File: config.mk
export PLATFORM = sky130hd
export DESIGN_NAME = css_position_resolver
export DESIGN_NICKNAME = d
export VERILOG_FILES = /design/src/rtl/css_pkg.sv /design/src/rtl/css_axis.sv /design/src/rtl/css_position_resolver.sv
export SDC_FILE = /design/constraint.sdc
export NUM_CORES = 2
export LEC_CHECK = 0
export BUFFER_PORTS_ARGS = -buffer_cell sky130_fd_sc_hd__buf_2
export CELL_PAD_IN_SITES_DETAIL_PLACEMENT = 1
export CELL_PAD_IN_SITES_GLOBAL_PLACEMENT = 1
export CORE_ASPECT_RATIO = 1.25
export CORE_MARGIN = 5
export CORE_UTILIZATION = 23
export CTS_CLUSTER_SIZE = 16
export DETAILED_ROUTE_END_ITERATION = 10
export GPL_TIMING_DRIVEN = 1
export MAX_ROUTING_LAYER = met4
export PLACE_DENSITY = 0.58
export RECOVER_POWER = 50
export SYNTH_ARGS = -nofsm -noshare
export SYNTH_HDL_FRONTEND = slang
export SYNTH_SLANG_ARGS = --single-unit
File: constraint.sdc
create_clock -name clk_i -period 20.7 [get_ports clk_i]
set_input_delay 4.14 -clock clk_i [delete_from_list [all_inputs] [get_ports clk_i]]
set_output_delay 4.14 -clock clk_i [all_outputs]
set_load 0.01 [all_outputs]
File: src/rtl/css_pkg.sv
// Types, constants and helpers shared by the position resolver.
package css_pkg;

  localparam int COORD_BITS   = 24;
  localparam int WIDE_BITS    = COORD_BITS + 4;
  localparam int OP_BITS      = 3;
  localparam int PRES_BITS    = 4;
  localparam int CFG_IDX_BITS = 2;

  typedef logic signed [COORD_BITS-1:0] coord_t;
  typedef logic        [COORD_BITS-2:0] usize_t;
  typedef logic signed [WIDE_BITS-1:0]  wide_t;

  typedef enum logic [OP_BITS-1:0] {
    MODE_STATIC   = 3'd0,
    MODE_RELATIVE = 3'd1,
    MODE_ABSOLUTE = 3'd2,
    MODE_FIXED    = 3'd3,
    MODE_STICKY   = 3'd4
  } mode_e;

  typedef enum logic [CFG_IDX_BITS-1:0] {
    CFG_CONTAINER_X      = 2'd0,
    CFG_CONTAINER_Y      = 2'd1,
    CFG_CONTAINER_WIDTH  = 2'd2,
    CFG_CONTAINER_HEIGHT = 2'd3
  } cfg_idx_e;

  localparam int PRES_TOP    = 0;
  localparam int PRES_BOTTOM = 1;
  localparam int PRES_LEFT   = 2;
  localparam int PRES_RIGHT  = 3;

  typedef struct packed {
    logic [OP_BITS-1:0]   op;
    coord_t               box_x;
    coord_t               box_y;
    coord_t               box_width;
    coord_t               box_height;
    coord_t               offset_top;
    coord_t               offset_bottom;
    coord_t               offset_left;
    coord_t               offset_right;
    logic [PRES_BITS-1:0] offset_present;
    usize_t               natural_width;
    usize_t               natural_height;
  } in_item_t;

  typedef struct packed {
    coord_t out_x;
    coord_t out_y;
    coord_t out_width;
    coord_t out_height;
  } out_item_t;

  typedef struct packed {
    coord_t container_x;
    coord_t container_y;
    usize_t container_width;
    usize_t container_height;
  } frame_t;

  typedef struct packed {
    logic   has_lead;
    logic   has_trail;
    coord_t lead;
    coord_t trail;
    coord_t pos;
    coord_t size;
    usize_t natural;
    coord_t origin;
    usize_t extent;
  } axis_in_t;

  typedef struct packed {
    coord_t pos;
    coord_t size;
  } axis_out_t;

  localparam wide_t WIDE_MAX = {{(WIDE_BITS-COORD_BITS+1){1'b0}}, {(COORD_BITS-1){1'b1}}};
  localparam wide_t WIDE_MIN = ~WIDE_MAX;

  function automatic wide_t sx(coord_t v);
    return wide_t'(v);
  endfunction

  function automatic wide_t zx(usize_t v);
    return wide_t'({1'b0, v});
  endfunction

  function automatic coord_t sat_coord(wide_t v);
    coord_t r;
    if (v > WIDE_MAX) begin
      r = WIDE_MAX[COORD_BITS-1:0];
    end else if (v < WIDE_MIN) begin
      r = WIDE_MIN[COORD_BITS-1:0];
    end else begin
      r = v[COORD_BITS-1:0];
    end
    return r;
  endfunction

endpackage

File: src/rtl/css_axis.sv
// One-axis position and size resolution for every positioning mode.
module css_axis
  import css_pkg::*;
(
  input  logic [OP_BITS-1:0] op_i,
  input  axis_in_t           axis_i,
  output axis_out_t          axis_o
);

  wide_t lead_w, trail_w, pos_w, size_w, nat_w, org_w, ext_w;
  wide_t size_fill, far_edge, pos_r, size_r, tmp;

  always_comb begin
    lead_w    = sx(axis_i.lead);
    trail_w   = sx(axis_i.trail);
    pos_w     = sx(axis_i.pos);
    size_w    = sx(axis_i.size);
    nat_w     = zx(axis_i.natural);
    org_w     = sx(axis_i.origin);
    ext_w     = zx(axis_i.extent);
    size_fill = (size_w <= 0) ? nat_w : size_w;
    far_edge  = org_w + ext_w - size_w;
    pos_r     = pos_w;
    size_r    = size_w;
    tmp       = pos_w;
    unique case (op_i)
      MODE_RELATIVE: begin
        priority if (axis_i.has_lead) begin
          pos_r = pos_w + lead_w;
        end else if (axis_i.has_trail) begin
          pos_r = pos_w - trail_w;
        end else begin
        end
      end
      MODE_ABSOLUTE, MODE_FIXED: begin
        priority if (axis_i.has_lead && axis_i.has_trail) begin
          pos_r  = org_w + lead_w;
          size_r = ext_w - lead_w - trail_w;
        end else if (axis_i.has_lead) begin
          pos_r  = org_w + lead_w;
          size_r = size_fill;
        end else if (axis_i.has_trail) begin
          pos_r  = org_w + ext_w - size_fill - trail_w;
          size_r = size_fill;
        end else begin
          pos_r  = org_w;
          size_r = size_fill;
        end
        if (size_r < 0) begin
          size_r = '0;
        end
      end
      MODE_STICKY: begin
        if (axis_i.has_lead) begin
          tmp   = (pos_w > org_w + lead_w) ? pos_w : org_w + lead_w;
          pos_r = (tmp < far_edge) ? tmp : far_edge;
        end
        if (axis_i.has_trail) begin
          tmp   = (pos_w < far_edge - trail_w) ? pos_w : far_edge - trail_w;
          pos_r = (tmp > org_w) ? tmp : org_w;
        end
      end
      default: begin
      end
    endcase
    axis_o.pos  = sat_coord(pos_r);
    axis_o.size = sat_coord(size_r);
  end

endmodule

File: src/rtl/css_position_resolver.sv
// Top level of the positioned-box resolver: config, input and result registers.
//
//   channel | direction | handshake                  | payload
//   in      | input     | in_valid_i / in_stall_o    | in_data_i  (in_item_t)
//   out     | output    | out_valid_o / out_stall_i  | out_data_o (out_item_t)
//   cfg     | input     | cfg_we_i                   | cfg_index_i, cfg_data_i
//
// One box per cycle while the result is not stalled; a result is offered once its
// transaction has gone through the input register, the axis logic and the result
// register. Reset clears the container registers and both valid flags.
// A stalled result holds; the input register keeps filling until both stages hold.
module css_position_resolver
  import css_pkg::*;
(
  input  logic                    clk_i,
  input  logic                    rst_ni,
  input  logic                    in_valid_i,
  output logic                    in_stall_o,
  input  in_item_t                in_data_i,
  output logic                    out_valid_o,
  input  logic                    out_stall_i,
  output out_item_t               out_data_o,
  input  logic                    cfg_we_i,
  input  logic [CFG_IDX_BITS-1:0] cfg_index_i,
  input  logic [COORD_BITS-1:0]   cfg_data_i
);

  frame_t    frame_q;
  in_item_t  item_q;
  logic      item_valid_q, out_valid_q;
  out_item_t out_q, out_d;
  axis_in_t  x_in, y_in;
  axis_out_t x_out, y_out;
  logic      adv_out, adv_in;

  assign adv_out    = !out_valid_q || !out_stall_i;
  assign adv_in     = !item_valid_q || adv_out;
  assign in_stall_o = !adv_in;

  always_ff @(posedge clk_i or negedge rst_ni) begin
    if (!rst_ni) begin
      frame_q <= '0;
    end else if (cfg_we_i) begin
      unique case (cfg_idx_e'(cfg_index_i))
        CFG_CONTAINER_X:      frame_q.container_x      <= coord_t'(cfg_data_i);
        CFG_CONTAINER_Y:      frame_q.container_y      <= coord_t'(cfg_data_i);
        CFG_CONTAINER_WIDTH:  frame_q.container_width  <= cfg_data_i[COORD_BITS-2:0];
        CFG_CONTAINER_HEIGHT: frame_q.container_height <= cfg_data_i[COORD_BITS-2:0];
        default: begin
        end
      endcase
    end
  end

  always_ff @(posedge clk_i or negedge rst_ni) begin
    if (!rst_ni) begin
      item_valid_q <= 1'b0;
      out_valid_q  <= 1'b0;
    end else begin
      if (adv_in) begin
        item_valid_q <= in_valid_i;
      end
      if (adv_out) begin
        out_valid_q <= item_valid_q;
      end
    end
  end

  always_ff @(posedge clk_i) begin
    if (adv_in && in_valid_i) begin
      item_q <= in_data_i;
    end
    if (adv_out && item_valid_q) begin
      out_q <= out_d;
    end
  end

  always_comb begin
    x_in.has_lead  = item_q.offset_present[PRES_LEFT];
    x_in.has_trail = item_q.offset_present[PRES_RIGHT];
    x_in.lead      = item_q.offset_left;
    x_in.trail     = item_q.offset_right;
    x_in.pos       = item_q.box_x;
    x_in.size      = item_q.box_width;
    x_in.natural   = item_q.natural_width;
    x_in.origin    = frame_q.container_x;
    x_in.extent    = frame_q.container_width;
    y_in.has_lead  = item_q.offset_present[PRES_TOP];
    y_in.has_trail = item_q.offset_present[PRES_BOTTOM];
    y_in.lead      = item_q.offset_top;
    y_in.trail     = item_q.offset_bottom;
    y_in.pos       = item_q.box_y;
    y_in.size      = item_q.box_height;
    y_in.natural   = item_q.natural_height;
    y_in.origin    = frame_q.container_y;
    y_in.extent    = frame_q.container_height;
  end

  css_axis u_axis_x (
    .op_i   (item_q.op),
    .axis_i (x_in),
    .axis_o (x_out)
  );

  css_axis u_axis_y (
    .op_i   (item_q.op),
    .axis_i (y_in),
    .axis_o (y_out)
  );

  always_comb begin
    out_d.out_x      = x_out.pos;
    out_d.out_y      = y_out.pos;
    out_d.out_width  = x_out.size;
    out_d.out_height = y_out.size;
  end

  assign out_valid_o = out_valid_q;
  assign out_data_o  = out_q;

endmodule

# Word level (Yosys, flattened, before mapping)
# Cells that the tools add are included.
totals:
  regBits: 437
  inputBits: 276
  output_inout_bits: 98
  word_cells: 123
classes:
  n_addsub: 20
  n_lt_le_gt_ge: 20
  n_eq_ne: 7
  muxes: 38
  n_reduce_logical: 16
op_table:
  columns: ["cell", "n"]
  rows:
  - ["28-bit 2-to-1 mux", 32]
  - ["28-bit case mux with 3 select lines", 2]
  - ["24-bit by 24-bit adder with 25-bit output", 6]
  - ["28-bit by 24-bit greater-than comparator with 1-bit output, second input constant", 4]
  - ["28-bit by 24-bit less-than comparator with 1-bit output, second input constant", 4]
  - ["28-bit by 24-bit subtractor with 28-bit output", 4]
  - ["25-bit by 24-bit subtractor with 26-bit output", 4]
  - ["24-bit by 24-bit subtractor with 25-bit output", 4]
  - ["24-bit 2-to-1 mux", 4]
  - ["28-bit by 24-bit greater-than comparator with 1-bit output", 2]
  - ["24-bit by 28-bit less-than comparator with 1-bit output", 2]
  - ["28-bit by 1-bit less-than comparator with 1-bit output, second input constant", 2]
  - ["28-bit less-than comparator", 2]
  - ["25-bit by 28-bit subtractor with 28-bit output", 2]
  - ["24-bit by 25-bit greater-than comparator with 1-bit output", 2]
  - ["24-bit by 1-bit <= comparator with 1-bit output, second input constant", 2]
  - ["2-bit AND reduction", 4]
  - ["3-bit by 2-bit equality test with 1-bit output, second input constant", 2]
  - ["2-bit equality test, second input constant", 2]
  - ["1-bit logical AND", 4]
  - ["1-bit logical NOT", 4]
  - ["3-bit by 1-bit equality test with 1-bit output, second input constant", 1]
  - ["3-bit equality test, second input constant", 1]
  - ["2-bit by 1-bit equality test with 1-bit output, second input constant", 1]
  - ["3 further kinds", 4]

# Longest topological paths before layout
depth:
  ltp_word: 11
  depth_mapped: 58

# Modules after synthesis
# Synthesis repeated with hierarchy kept, for this count alone.
unflattened:
  cells_unflattened: 5659
  area_unflattened_um2: 49054.5
modules_own_cells:
  columns: ["module", "n_inst", "cells_per_inst", "area_per_inst_um2"]
  rows:
  - ["css_axis at u_axis_y", 1, 2641, 18044.8]
  - ["css_axis at u_axis_x", 1, 2469, 17179.0]
  - ["css_position_resolver", 1, 549, 13830.8]

# Worst setup path after synthesis
# OpenSTA, ideal clock, no wires.
synth_path:
  kind: "input port to flip-flop"
  from: "input out_stall_i"
  to: "register out_q (netlist bit out_data_o[0]), enable pin"
  arrival_time_ps: 11101
  required_time_ps: 20004
  setup_slack_ps: 8903
  path_stages: 1
  path_buffers: 0
  path_cell_list: "a21boi_0"
synth_via:
  elab_chain_cells: 3
synth_rtl:
  columns: ["item", "line", "text"]
  rows:
  - ["from (decl)", "css_position_resolver.sv:21", "input logic out_stall_i,"]
  - ["1-bit logical NOT", "css_position_resolver.sv:36", "assign adv_out = !out_valid_q || !out_stall_i;"]
  - ["1-bit logical OR", "css_position_resolver.sv:36", null]
  - ["1-bit logical AND", "css_position_resolver.sv:73", "if (adv_out && item_valid_q) begin"]
  - ["to (signal assigned)", "css_position_resolver.sv:74", "out_q <= out_d;"]
  - ["to (decl)", "css_position_resolver.sv:31", "out_item_t out_q, out_d;"]
# No other way between the ends.
# A chain may end at the register's enable or synchronous reset.

# Final worst setup path
layout_path:
  from: "register frame_q[46] in the netlist's numbering"
  to: "register out_q (netlist bit out_data_o[48]), data pin"
layout_via:
  elab_chain_cells: 11
layout_rtl:
  columns: ["item", "line", "text"]
  rows:
  - ["from (decl)", "css_position_resolver.sv:28", "frame_t frame_q;"]
  - ["24-bit by 24-bit adder with 25-bit output", "css_axis.sv:22, css_axis.sv:43", null]
  - ["25-bit by 24-bit subtractor with 26-bit output", "css_axis.sv:22", "far_edge = org_w + ext_w - size_w;"]
  - ["28-bit by 24-bit subtractor with 28-bit output", "css_axis.sv:59", "tmp = (pos_w < far_edge - trail_w) ? pos_w : far_edge - trail_w;"]
  - ["24-bit by 28-bit less-than comparator with 1-bit output", "css_axis.sv:59", null]
  - ["28-bit 2-to-1 mux", "css_axis.sv:59", null]
  - ["28-bit by 24-bit greater-than comparator with 1-bit output", "css_axis.sv:60", "pos_r = (tmp > org_w) ? tmp : org_w;"]
  - ["28-bit 2-to-1 mux", "css_axis.sv:60", null]
  - ["28-bit 2-to-1 mux", "css_axis.sv:58", "if (axis_i.has_trail) begin"]
  - ["28-bit case mux with 3 select lines (*)", "css_axis.sv:26", "unique case (op_i)"]
  - ["28-bit by 24-bit less-than comparator with 1-bit output", "css_pkg.sv:95", "end else if (v < WIDE_MIN) begin"]
  - ["24-bit 2-to-1 mux", "css_pkg.sv:95", null]
# Every way passes the cells marked *; elsewhere a longest branch is shown, timed or not.

==> run_results.csv <==
group,metric,value,unit
clock_network,h-tree-depth,2,
synth,synth-main-ff-cell,"edfxtp_1",
global_routing,grt_max_degree,78,
synth,yosys_warnings,0,
timing,finalMaxSlewViolations,390,
global_routing,first_global_vias,48300,
timing,period_share,0.688,
global_routing,overflow,0,
timing,setup-violations-final,0,
synth,yosysSeqAreaShare,0.265,
die,io-pin-count,374,
placed_design,place_congestion,0.958,
timing,skew,0.0481,ns
global_routing,grt_use_total,0.213,
timing,fin_setup_tns,0,ns
synth,syn_area,0.0478,mm2
synth,synthCells,5522,
worst_setup_path,worst_ep_required_time,21.12,ns
final_layout,area_growth,15.4,%
timing,whs,0.503,ns
final_layout,fin_nets,6871,
synth,yosys-top-cells-area,"edfxtp_1 21%, ha_1 16%, dfrtp_1 5.0%, a21oi_1 4.7%, fa_1 4.5%",
clock_network,cts_resized,0,
synth,synth.most_common_cell,"ha_1",
timing,period_minus_slack,14.24,ns
status,violations,"max-capacitance violations, max-slew violations",
clock_network,cts_tree,"done",
worst_setup_path,worstSetupPathType,"reg -> reg",
timing,fin_ws,6.46,ns
worst_setup_path,critical-path-slowest-cell,"dfrtp_1",
min_path,hold_path.class,"reg -> reg",
timing,rsz0062_at_grt,"no",
synth,yosys.area.top_type,"edfxtp_1",
synth,ys_seq_elements,437,
placed_design,place_ws,6.23,ns
clock_network,cts_sinks,437,
synth,ys_top_cells_by_count,"610 x ha_1, 519 x inv_1, 494 x nand2_1",
clock_network,cts-root-buf,"clkbuf_16",
global_routing,antenna_found_initial,39,
worst_setup_path,critPathMaxFanout,52,
worst_setup_path,arrival,14.66,ns
timing,hold_viol,0,
route,wl,232000,um
placed_design,dp_hpwl,191000,um
die,rows,187,
final_layout,fin_area,0.0551,mm2
die,dieArea,0.217,mm2
worst_setup_path,critical_path_buf_inv_count,4,
die,die_height,520,um
synth,synth_edf_count,341,
route,via_count,45400,
placed_design,place_area,0.0532,mm2
route,drc,0,
synth,synth_top_area_frac,0.214,
timing,fmax,70.2,MHz
worst_setup_path,crit_path_start_kind,"flip-flop",
synth,synth.distinct_cells,104,
die,initial_utilization,0.231,
synth,avgSynthCellArea,8.65,um2
die,core-area,0.207,mm2
clock_network,clk_latency,0.75,ns
route,post_drt_wl_per_cell,26.7,um
job,drv_cap,12,
route,viasPerCell,5.23,
worst_setup_path,cpMostUsedCell,"ha_1",
worst_setup_path,end_kind,"flip-flop",
worst_setup_path,cpPeakStageDelay,0.51,ns
clock_network,hold_buffers,0,
die,die_x,418,um
clock_network,cts_setup_buffers,0,
route,drt_iter0_drc,2864,
placed_design,portBuffers,373,
synth,synthArstFlopShare,0.220,
global_routing,grt_pass1_wl,332000,um
route,first_pass_iters,5,
status,outcome,"finished, violations left",
worst_setup_path,path_delay_family,"compound AO/OA/AOI/OAI gates",
final_layout,drive_gt1_frac,0.121,
timing,tightest_slew,3.10,ns
clock_network,numCtsBuffers,61,
clock_network,cts.reportedPaths.clkPinSlew,0.06,ns
timing,relSlewSlack,-1.07,
route,ant_nets,0,
clock_network,cts_buffer_depth,3,
final timing paths:
check	from	endpoint	slack, ns	depth (start not counted)
setup reg to reg	frame_q[46]	out_data_o[48]	6.46	51
hold reg to reg	item_valid_q	out_valid_o	0.50	1
setup / recovery	frame_q[46]	out_data_o[48]	6.46	51
min in group asynchronous	rst_ni	item_valid_q	4.06	1
hold / removal	item_valid_q	out_valid_o	0.50	1
max in group asynchronous	rst_ni	frame_q[44]	12.53	3
cell usage in the layout, fill, tap and decap left out, types with 195 or more instances in the layout:
cell      Yosys  routed
nand2_1     494     494
o21ai_0     397     397
edfxtp_1    341     341
inv_1       519     519
a21o_1      198     198
xnor2_1     197     195
buf_2         5     334
a21oi_1     447     447
ha_1        610     610
nor2_1      347     344
worst reg2reg max path, delay by kind of cell (launching register included):
family,cells,cell delay (ns)
flip-flops,1,0.51
buffers and inverters,4,1.04
AO/OA/AOI/OAI,26,6.54
XOR/XNOR,3,0.80
AND/OR/NAND/NOR,12,2.88
adder cells (fa/ha/maj),6,2.21
stage by stage:
step | utilization | instances
2_1_floorplan | - | 5525
3_3_place_gp | 0.257 | 8553
3_5_place_dp | 0.257 | 8554
4_1_cts | 0.266 | 8669
5_1_grt | 0.266 | 8670
6_report | 0.266 | 8677
sequential cells by signal (all words and copies together) (netlist names):
signal / cells
frame_q: 94
item_q: 245
out_valid_o: 1
out_data_o: 96
item_valid_q: 1
per-layer routing:
| metal | up-vias | wire (um) | track usage |
|---|---|---|---|
| met1 | 22800 | 96400 | 0.248 |
| li1 | 21000 | - | - |
| met3 | 400 | 8630 | 0.0186 |
| met5 | - | 0 | - |
| met2 | 1253 | 116000 | 0.380 |
| met4 | 0 | 10700 | 0.0796 |
area by class of cell:
cell class / count / area, um2
clock inverter: 45 / 423
tap: 2740 / 3430
timing repair buffer: 459 / 2440
sequential: 437 / 12600
antenna: 8 / 20.0
fill: 24600 / 152000
multi-input combinational: 4393 / 32600
clock buffer: 70 / 1600
inverter: 525 / 1970
kinds of logic after synthesis:
logic type | Yosys count | synth area share
adder cells (fa/ha/maj) | 718 | 0.205
other | 1 | 0.0000785
buffers and inverters | 695 | 0.0555
XOR/XNOR | 315 | 0.0577
AND/OR/NAND/NOR | 1385 | 0.134
AO/OA/AOI/OAI | 1840 | 0.253
flip-flops | 437 | 0.265
multiplexers | 131 | 0.0300
Power is left out: the tool's default activity adds up to more than one toggle a clock period on the data nets, which glitch-free logic cannot reach.
